==> src/design/tpt_pkg.sv <==
package tpt_pkg;

  localparam int TLB_ENTRIES = 16;
  localparam int TLB_IDX_W   = $clog2(TLB_ENTRIES);
  localparam int PAGE_COUNT  = 256;
  localparam int PAGE_W      = 8;
  localparam int FRAME_W     = 8;
  localparam int MAX_FRAMES  = 256;
  localparam int CNT_W       = 9;
  localparam int OFFSET_W    = 8;
  localparam int ADDR_W      = 16;
  localparam int CFG_DATA_W  = 9;

  localparam logic CFG_POLICY      = 1'b0;
  localparam logic CFG_FRAME_COUNT = 1'b1;

  localparam logic POLICY_FIFO = 1'b0;
  localparam logic POLICY_LRU  = 1'b1;

  typedef logic [PAGE_W-1:0]  page_t;
  typedef logic [FRAME_W-1:0] frame_t;

  // update request from the sequencer to the tlb
  typedef struct packed {
    logic   inval_en;
    frame_t inval_frame;
    logic   fill_en;
    page_t  fill_tag;
    frame_t fill_frame;
  } tlb_ctrl_t;

endpackage

==> src/design/tpt_tlb.sv <==
module tpt_tlb (
  input  logic                clk,
  input  logic                rst_n,
  input  tpt_pkg::page_t      lookup_page,
  output logic                lookup_hit,
  output tpt_pkg::frame_t     lookup_frame,
  input  tpt_pkg::tlb_ctrl_t  ctrl
);

  tpt_pkg::page_t  tags_r   [tpt_pkg::TLB_ENTRIES];
  tpt_pkg::frame_t frames_r [tpt_pkg::TLB_ENTRIES];
  logic [tpt_pkg::TLB_ENTRIES-1:0] valid_r;
  logic [tpt_pkg::TLB_IDX_W-1:0]   fill_ptr_r;

  // lowest matching entry wins
  always_comb begin
    lookup_hit   = 1'b0;
    lookup_frame = '0;
    for (int i = tpt_pkg::TLB_ENTRIES - 1; i >= 0; i--) begin
      if (valid_r[i] && tags_r[i] == lookup_page) begin
        lookup_hit   = 1'b1;
        lookup_frame = frames_r[i];
      end
    end
  end

  always_ff @(posedge clk) begin
    if (!rst_n) begin
      valid_r    <= '0;
      fill_ptr_r <= '0;
    end else begin
      if (ctrl.inval_en) begin
        for (int i = 0; i < tpt_pkg::TLB_ENTRIES; i++) begin
          if (valid_r[i] && frames_r[i] == ctrl.inval_frame) valid_r[i] <= 1'b0;
        end
      end
      if (ctrl.fill_en) begin
        valid_r[fill_ptr_r] <= 1'b1;
        fill_ptr_r          <= fill_ptr_r + 1'b1;
      end
    end
  end

  always_ff @(posedge clk) begin
    if (ctrl.fill_en) begin
      tags_r[fill_ptr_r]   <= ctrl.fill_tag;
      frames_r[fill_ptr_r] <= ctrl.fill_frame;
    end
  end

endmodule

==> config.mk <==
export PLATFORM = sky130hd
export DESIGN_NAME = tpt_tlb
export DESIGN_NICKNAME = d
export VERILOG_FILES = /design/src/design/tpt_pkg.sv /design/src/design/tpt_tlb.sv
export SDC_FILE = /design/constraint.sdc
export NUM_CORES = 1
export LEC_CHECK = 0
export BUFFER_PORTS_ARGS = -buffer_cell sky130_fd_sc_hd__buf_2
export CAP_MARGIN = 40
export CELL_PAD_IN_SITES_DETAIL_PLACEMENT = 0
export CELL_PAD_IN_SITES_GLOBAL_PLACEMENT = 1
export CORE_UTILIZATION = 30
export DETAILED_ROUTE_END_ITERATION = 10
export PLACE_DENSITY = 0.61
export SYNTH_ARGS = -nofsm -noshare
export SYNTH_HDL_FRONTEND = slang
export SYNTH_SLANG_ARGS = --single-unit
==> constraint.sdc <==
create_clock -name clk -period 5.2 [get_ports clk]
set_clock_uncertainty 0.05 [all_clocks]
set_input_delay 0.78 -clock clk [delete_from_list [all_inputs] [get_ports clk]]
set_output_delay 0.78 -clock clk [all_outputs]
set_load 0.01 [all_outputs]
==> results_tabular.tex, run 1 <==
\begin{tabular}{lr}
\hline
Metric & Value \\
\hline
\multicolumn{2}{l}{\textbf{STA}} \\
Worst slew slack as a fraction of its limit & 40.8\% \\
Transition time at the pin with the least slew margin & 0.887 ns \\
Setup-failing EPs final & 0 \\
Final Cycle Share & 87.2\% \\
Sum of negative setup slack & 0 ns \\
RSZ-0062 raised after global routing & no \\
Final hold slack & 0.460 ns \\
Final max-slew violation count & 0 \\
Max Fclk & 221 MHz \\
Final min period & 4.53 ns \\
Hold Vio Cnt, Final & 0 \\
\multicolumn{2}{l}{\textbf{Outcome}} \\
Result of the run & finished clean \\
\multicolumn{2}{l}{\textbf{Yosys}} \\
Adder-cell share of the synthesized area & 0.384\% \\
Number of enable-type register cells in the synthesized netlist & 256 \\
Mux contribution to synthesized area & 0.470\% \\
Compound-cell area share of the yosys netlist & 5.58\% \\
Largest area contributor in the synthesized netlist & edfxtp\_1 \\
Cells after synthesis & 973 \\
Post-synthesis net count & 1013 \\
Cell types with the largest area share after synthesis & edfxtp\_1 (59\%), xor2\_1 (9.0\%), xnor2\_1 (8.3\%) \\
Synth Flop Type & edfxtp\_1 \\
Avg Inst Size Synth & 13.4 sq um \\
Number of distinct library cell variants in the gate-level netlist after synthesis & 58 \\
Post-synthesis sequential area ratio & 62.0\% \\
Simple-gate portion of the synthesized area & 11.4\% \\
Fraction of synthesized cell area taken by the top area cell type & 59.0\% \\
Share of synthesized registers carrying an async set or reset & 0\% \\
Combinational family with the most area after synthesis & XOR/XNOR gates \\
Parity-gate share of the synthesized area counting xor and xnor cells & 17.5\% \\
Total number of yosys warnings & 0 \\
Mapped Area & 13000 sq um \\
Post-synthesis register bit count & 276 \\
\multicolumn{2}{l}{\textbf{Routing}} \\
Routed wire length & 36.0 mm \\
Total iterations of the first detailed-routing run & 5 \\
Detailed router's first-iteration violation count & 647 \\
Mean routed wirelength per cell & 22.0 um \\
Via count & 7857 \\
Remaining DRCs & 0 \\
Vias per Instance & 4.79 \\
Post-detailed-route count of antenna-violating nets & 0 \\
\multicolumn{2}{l}{\textbf{GRT}} \\
Number of global-route vias before repair & 8024 \\
Total GRT Usage & 16.4\% \\
Remaining global-route overflow & 0 \\
Initial antenna violation count & 0 \\
Largest net degree at the start of global routing & 21 \\
Global-route wire length before repair & 53.5 mm \\
\multicolumn{2}{l}{\textbf{Die}} \\
Core Area & 43000 sq um \\
Chip Height & 210 um \\
Die ar. & 44300 sq um \\
I/O pin total & 45 \\
Initial cell density of the core & 30.3\% \\
Die W & 210 um \\
Site Rows & 76 \\
\multicolumn{2}{l}{\textbf{Finish}} \\
Post-layout nets & 1069 \\
Layout-stage area growth over the synthesis result & 14.8\% \\
Most frequent standard cell in the layout excluding fill and tap cells & edfxtp\_1 \\
Commonest non-fill, non-tap cells in the layout & edfxtp\_1 (256), xor2\_1 (134), xnor2\_1 (124) \\
Share of post-route cells with drive strength above 1 & 13.2\% \\
\multicolumn{2}{l}{\textbf{Clock tree}} \\
CTS Buf Count & 31 \\
Clock transition at the registers of the reported paths & 0.05 ns \\
Total number of H-tree levels & 1 \\
Clock insertion delay at the later pin of the skew report & 0.55 ns \\
Post-CTS setup buffers & 0 \\
Sink count of the clock tree & 276 \\
TritonCTS clock tree & done \\
Maximum buffer depth of the clock tree & 3 \\
Number of gates given a new drive strength after cts & 0 \\
CTS root buf & clkbuf\_16 \\
Number of hold-repair buffers added at the cts stage & 0 \\
\multicolumn{2}{l}{\textbf{Placement}} \\
GPL Wtd Cong & 0.889 \\
Dpl hpwl & 24.7 mm \\
Quantity of I/O buffers inserted on ports & 44 \\
\multicolumn{2}{l}{\textbf{Hold path}} \\
Path type of the worst min-delay path & reg -> reg \\
\multicolumn{2}{l}{\textbf{Worst setup path}} \\
Arrival time of the worst setup path & 3.70 ns \\
Type of the setup path with the least slack & in -> out \\
Max Fanout on Critical Path & 16 \\
Worst setup EP type & primary output \\
Type of origin of the critical path & input pin \\
Required time of the worst setup path & 4.37 ns \\
Register-to-register setup slack & 3.36 ns \\
\multicolumn{2}{l}{\textbf{Power}} \\
Peak ir drop on the vdd network & 0.000295 V \\
Reported leakage power & 4.90 nW \\
Power per cell area & 330 nW/um\^{}2 \\
\multicolumn{2}{l}{\textbf{Job}} \\
Max-cap violation count & 0 \\
\hline
\end{tabular}
==> layout make-up <==
type / count / area [sq um]
fill: 4267 / 28000
sequential: 276 / 8090
multi-input combinational: 641 / 4600
clock buffer: 42 / 887
tap: 585 / 732
timing repair buffer: 69 / 483
clock inverter: 15 / 143
inverter: 10 / 37.5
antenna: 1 / 2.50
==> power breakdown <==
part / switching [W] / internal [W]
Sequential: 0.0000149 / 0.00246
Combinational: 0.000189 / 0.0000934
Clock: 0.000869 / 0.00133
Total: 0.00107 / 0.00388
==> worst max-delay path: stages <==
cell       delay, ns
buf_2           0.47
xnor2_1         0.18
nand4_1         0.16
nor3_4          0.52
nor2b_2         0.18
a221o_1         0.33
a21oi_1         0.21
o211ai_2        0.14
a2111oi_2       0.40
a211o_1         0.19
buf_2           0.14
==> routing by layer <==
metal | GRT usage [%] | wire length, um
met1 | 23.6 | 17200
met2 | 25.8 | 16200
met3 | 2.26 | 1780
met4 | 3.97 | 805
met5 | 0 | 0
==> cell families after synthesis <==
group	Yosys count
DFF	276
and+or+nand+nor	264
xor gates and xnor gates	259
AOI/OAI and AO/OA	108
buffers and inverters	56
muxes	6
adders and majority gates	4
==> final timing paths <==
path,endpoint,from,cells after the start
worst max-delay path,lookup_frame[5],lookup_page[5],11
worst min-delay path,valid_r[13],valid_r[13],2
worst max register to register,frames_r[6][2],fill_ptr_r[2],3
worst min register to register,valid_r[13],valid_r[13],2
==> sequential cells by signal (all words and copies together) (netlist names) <==
| register | cells |
|---|---|
| valid_r | 16 |
| tags_r | 128 |
| fill_ptr_r | 4 |
| frames_r | 128 |
==> Yosys cell counts (all sizes together), types with 3 or more instances <==
library cell	n
o21ai	23
buf	24
a22oi	7
nand3	25
nor2b	19
nor4	30
nor2	25
a211oi	4
xor2	134
nand4	34
and3	6
mux2i	5
a22o	6
nor3	42
o211ai	7
a21oi	32
edfxtp	256
ha	4
clkbuf	22
nor3b	3
xnor2	125
and2	20
a31oi	4
inv	10
nand2	47
a221oi	3
o22ai	4
or3	9
dfxtp	20
==> stage by stage <==
| stage | setup slack, ns | area [sq um] | std cells | util (%) | power [W] |
|---|---|---|---|---|---|
| final | 0.666 | 15000 | 1639 | 34.8 | 0.00495 |
| after global routing | 0.514 | 15000 | 1638 | 34.8 | 0.00509 |
| after global placement | 0.717 | 13800 | 1571 | 32.1 | 0.00280 |
| after detailed placement | 0.669 | 13900 | 1581 | 32.4 | 0.00280 |
| after floorplan | 1.68 | 13000 | 973 | - | 0.00270 |
| after CTS | 0.665 | 15000 | 1638 | 34.8 | 0.00500 |
No activity file was read; power rests on OpenSTA's default activity.
==> run 2: changes to the inputs <==
Settings changed: CTS_BUF_LIST set to sky130_fd_sc_hd__clkbuf_16.
==> run 2 against run 1 <==
Effect of this change:
- final cell count stayed put
- core utilization is 0.16 points lower
- combinational power hardly changed
- fmax shrank 0.34%
- register-to-register slack hardly changed
- via count up 0.17%
- sequential cell count is the same
- routed wire length is essentially flat
- cell area is 0.47% lower
- critical path type unchanged
- largest cell class unchanged
==> results_tabular.tex, run 2 (synthesis gave the netlist of run 1 again) <==
\begin{tabular}{lr}
\hline
Metric & Value \\
\hline
\multicolumn{2}{l}{\textbf{Placement}} \\
GPL Wtd Cong & 0.889 (unchanged) \\
Quantity of I/O buffers inserted on ports & 44 (unchanged) \\
Post-Place Worst Slack & 0.669 ns (unchanged) \\
Dpl hpwl & 24.7 mm (unchanged) \\
\multicolumn{2}{l}{\textbf{Clock tree}} \\
TritonCTS clock tree & done (unchanged) \\
CTS root buf & clkbuf\_16 (unchanged) \\
CTS Buf Count & 31 (unchanged) \\
Post-CTS setup buffers & 0 (unchanged) \\
Maximum buffer depth of the clock tree & 3 (unchanged) \\
Sink count of the clock tree & 276 (unchanged) \\
Clock insertion delay at the later pin of the skew report & 0.55 ns (about the same) \\
Number of gates given a new drive strength after cts & 0 (unchanged) \\
Clock transition at the registers of the reported paths & 0.05 ns (about the same) \\
Number of hold-repair buffers added at the cts stage & 0 (unchanged) \\
Total number of H-tree levels & 1 (unchanged) \\
\multicolumn{2}{l}{\textbf{Worst setup path}} \\
Worst setup EP type & primary output (unchanged) \\
Type of origin of the critical path & input pin (unchanged) \\
Max Fanout on Critical Path & 16 (unchanged) \\
Required time of the worst setup path & 4.37 ns (about the same) \\
Type of the setup path with the least slack & in -> out (unchanged) \\
Arrival time of the worst setup path & 3.72 ns (was 3.70 ns) \\
\multicolumn{2}{l}{\textbf{Finish}} \\
Largest registers & frames\_r (128), tags\_r (128), valid\_r (16) (unchanged) \\
Share of post-route cells with drive strength above 1 & 12.5\% (was 13.2\%) \\
Layout-stage area growth over the synthesis result & 14.3\% (was 14.8\%) \\
Post-layout util & 34.7\% (was 34.8\%) \\
Post-layout nets & 1069 (unchanged) \\
Most frequent standard cell in the layout excluding fill and tap cells & edfxtp\_1 (unchanged) \\
Commonest non-fill, non-tap cells in the layout & edfxtp\_1 (256), xor2\_1 (134), xnor2\_1 (124) (unchanged) \\
\multicolumn{2}{l}{\textbf{GRT}} \\
Initial antenna violation count & 0 (unchanged) \\
Remaining global-route overflow & 0 (unchanged) \\
Number of global-route vias before repair & 8020 (was 8024) \\
Largest net degree at the start of global routing & 21 (unchanged) \\
Global-route wire length before repair & 53.5 mm (about the same) \\
Total GRT Usage & 16.3\% (was 16.4\%) \\
\multicolumn{2}{l}{\textbf{STA}} \\
RSZ-0062 raised after global routing & no (unchanged) \\
Sum of negative setup slack & 0 ns (unchanged) \\
Crit path setup slack, layout & 0.650 ns (was 0.666 ns) \\
Max Fclk & 220 MHz (was 221 MHz) \\
Final min period & 4.55 ns (was 4.53 ns) \\
Transition time at the pin with the least slew margin & 0.901 ns (was 0.887 ns) \\
Final max-slew violation count & 0 (unchanged) \\
Worst slew slack as a fraction of its limit & 40.0\% (was 40.8\%) \\
Setup-failing EPs final & 0 (unchanged) \\
Hold Vio Cnt, Final & 0 (unchanged) \\
Final Cycle Share & 87.5\% (was 87.2\%) \\
\multicolumn{2}{l}{\textbf{Power}} \\
Power per cell area & 324 nW/um\^{}2 (was 330 nW/um\^{}2) \\
Peak ir drop on the vdd network & 0.000294 V (was 0.000295 V) \\
Reported leakage power & 4.88 nW (was 4.90 nW) \\
\multicolumn{2}{l}{\textbf{Routing}} \\
Total iterations of the first detailed-routing run & 6 (was 5) \\
Remaining DRCs & 0 (unchanged) \\
Via count & 7870 (was 7857) \\
Vias per Instance & 4.80 (was 4.79) \\
Mean routed wirelength per cell & 22.0 um (about the same) \\
Post-detailed-route count of antenna-violating nets & 0 (unchanged) \\
Detailed router's first-iteration violation count & 658 (was 647) \\
Routed wire length & 36.1 mm (was 36.0 mm) \\
\multicolumn{2}{l}{\textbf{Die}} \\
I/O pin total & 45 (unchanged) \\
Die W & 210 um (unchanged) \\
Site Rows & 76 (unchanged) \\
Initial cell density of the core & 30.3\% (unchanged) \\
Core Area & 43000 sq um (unchanged) \\
Chip Height & 210 um (unchanged) \\
Die ar. & 44300 sq um (unchanged) \\
\multicolumn{2}{l}{\textbf{Outcome}} \\
Result of the run & finished clean (unchanged) \\
\multicolumn{2}{l}{\textbf{Job}} \\
Max-cap violation count & 0 (unchanged) \\
\multicolumn{2}{l}{\textbf{Hold path}} \\
Path type of the worst min-delay path & reg -> reg (unchanged) \\
\hline
\end{tabular}
run 2: cell count changes in the layout (fill, tap and decap cells not counted), sizes merged:
| cell | before | now |
|---|---|---|
| clkbuf | 42 | 31 |
| clkinv | 12 | 19 |
| inv | 10 | 14 |
run 2: critical path, cell delays in order:
cell and delay, ns:
buf_2 0.47, xnor2_1 0.18, nand4_1 0.16, nor3_4 0.53
nor2b_2 0.18, a221o_1 0.33, a21oi_1 0.21, o211ai_2 0.14
a2111oi_2 0.40, a211o_1 0.19, buf_2 0.14
run 2: final timing paths:
check | startpoint | endpoint | slack (ns) | cells past startpoint
hold / removal | valid_r[13] | valid_r[13] | 0.46 | 2
setup / recovery | lookup_page[5] | lookup_frame[5] | 0.65 | 11
setup reg to reg | fill_ptr_r[2] | frames_r[6][2] | 3.35 | 3
hold reg to reg | valid_r[13] | valid_r[13] | 0.46 | 2
run 2: routing by layer:
metal	share of wire, %	vias up	GRT usage, %
li1	-	3680	-
met1	48	3911	23.6
met2	45	220	25.8
met3	4.9	59	2.26
met4	2.3	0	3.97
met5	0	-	0
run 2: report_power, final:
part	leakage [nW]	internal [W]	switching [W]
clock network	0.490	0.00122	0.000867
registers	2.47	0.00246	0.0000148
logic	1.91	0.0000934	0.000189
total	4.88	0.00376	0.00107
run 2: metrics by stage:
| step | power [W] | hold WS (ns) | cell area [sq um] | std cells |
|---|---|---|---|---|
| after floorplan | 0.00270 | 0.428 | 13000 | 973 |
| after global placement | 0.00280 | 0.440 | 13800 | 1571 |
| after detailed placement | 0.00280 | 0.450 | 13900 | 1581 |
| after CTS | 0.00488 | 0.463 | 14900 | 1638 |
| after global routing | 0.00498 | 0.501 | 14900 | 1638 |
| final | 0.00484 | 0.460 | 14900 | 1639 |
run 2: area by class of cell:
cell class / count / area (sq um)
Sequential cell: 276 / 8090
Clock buffer: 31 / 776
Timing Repair Buffer: 69 / 483
Fill cell: 4274 / 28100
Clock inverter: 26 / 184
Multi-Input combinational cell: 641 / 4600
Inverter: 10 / 37.5
Antenna cell: 1 / 2.50
Tap cell: 585 / 732
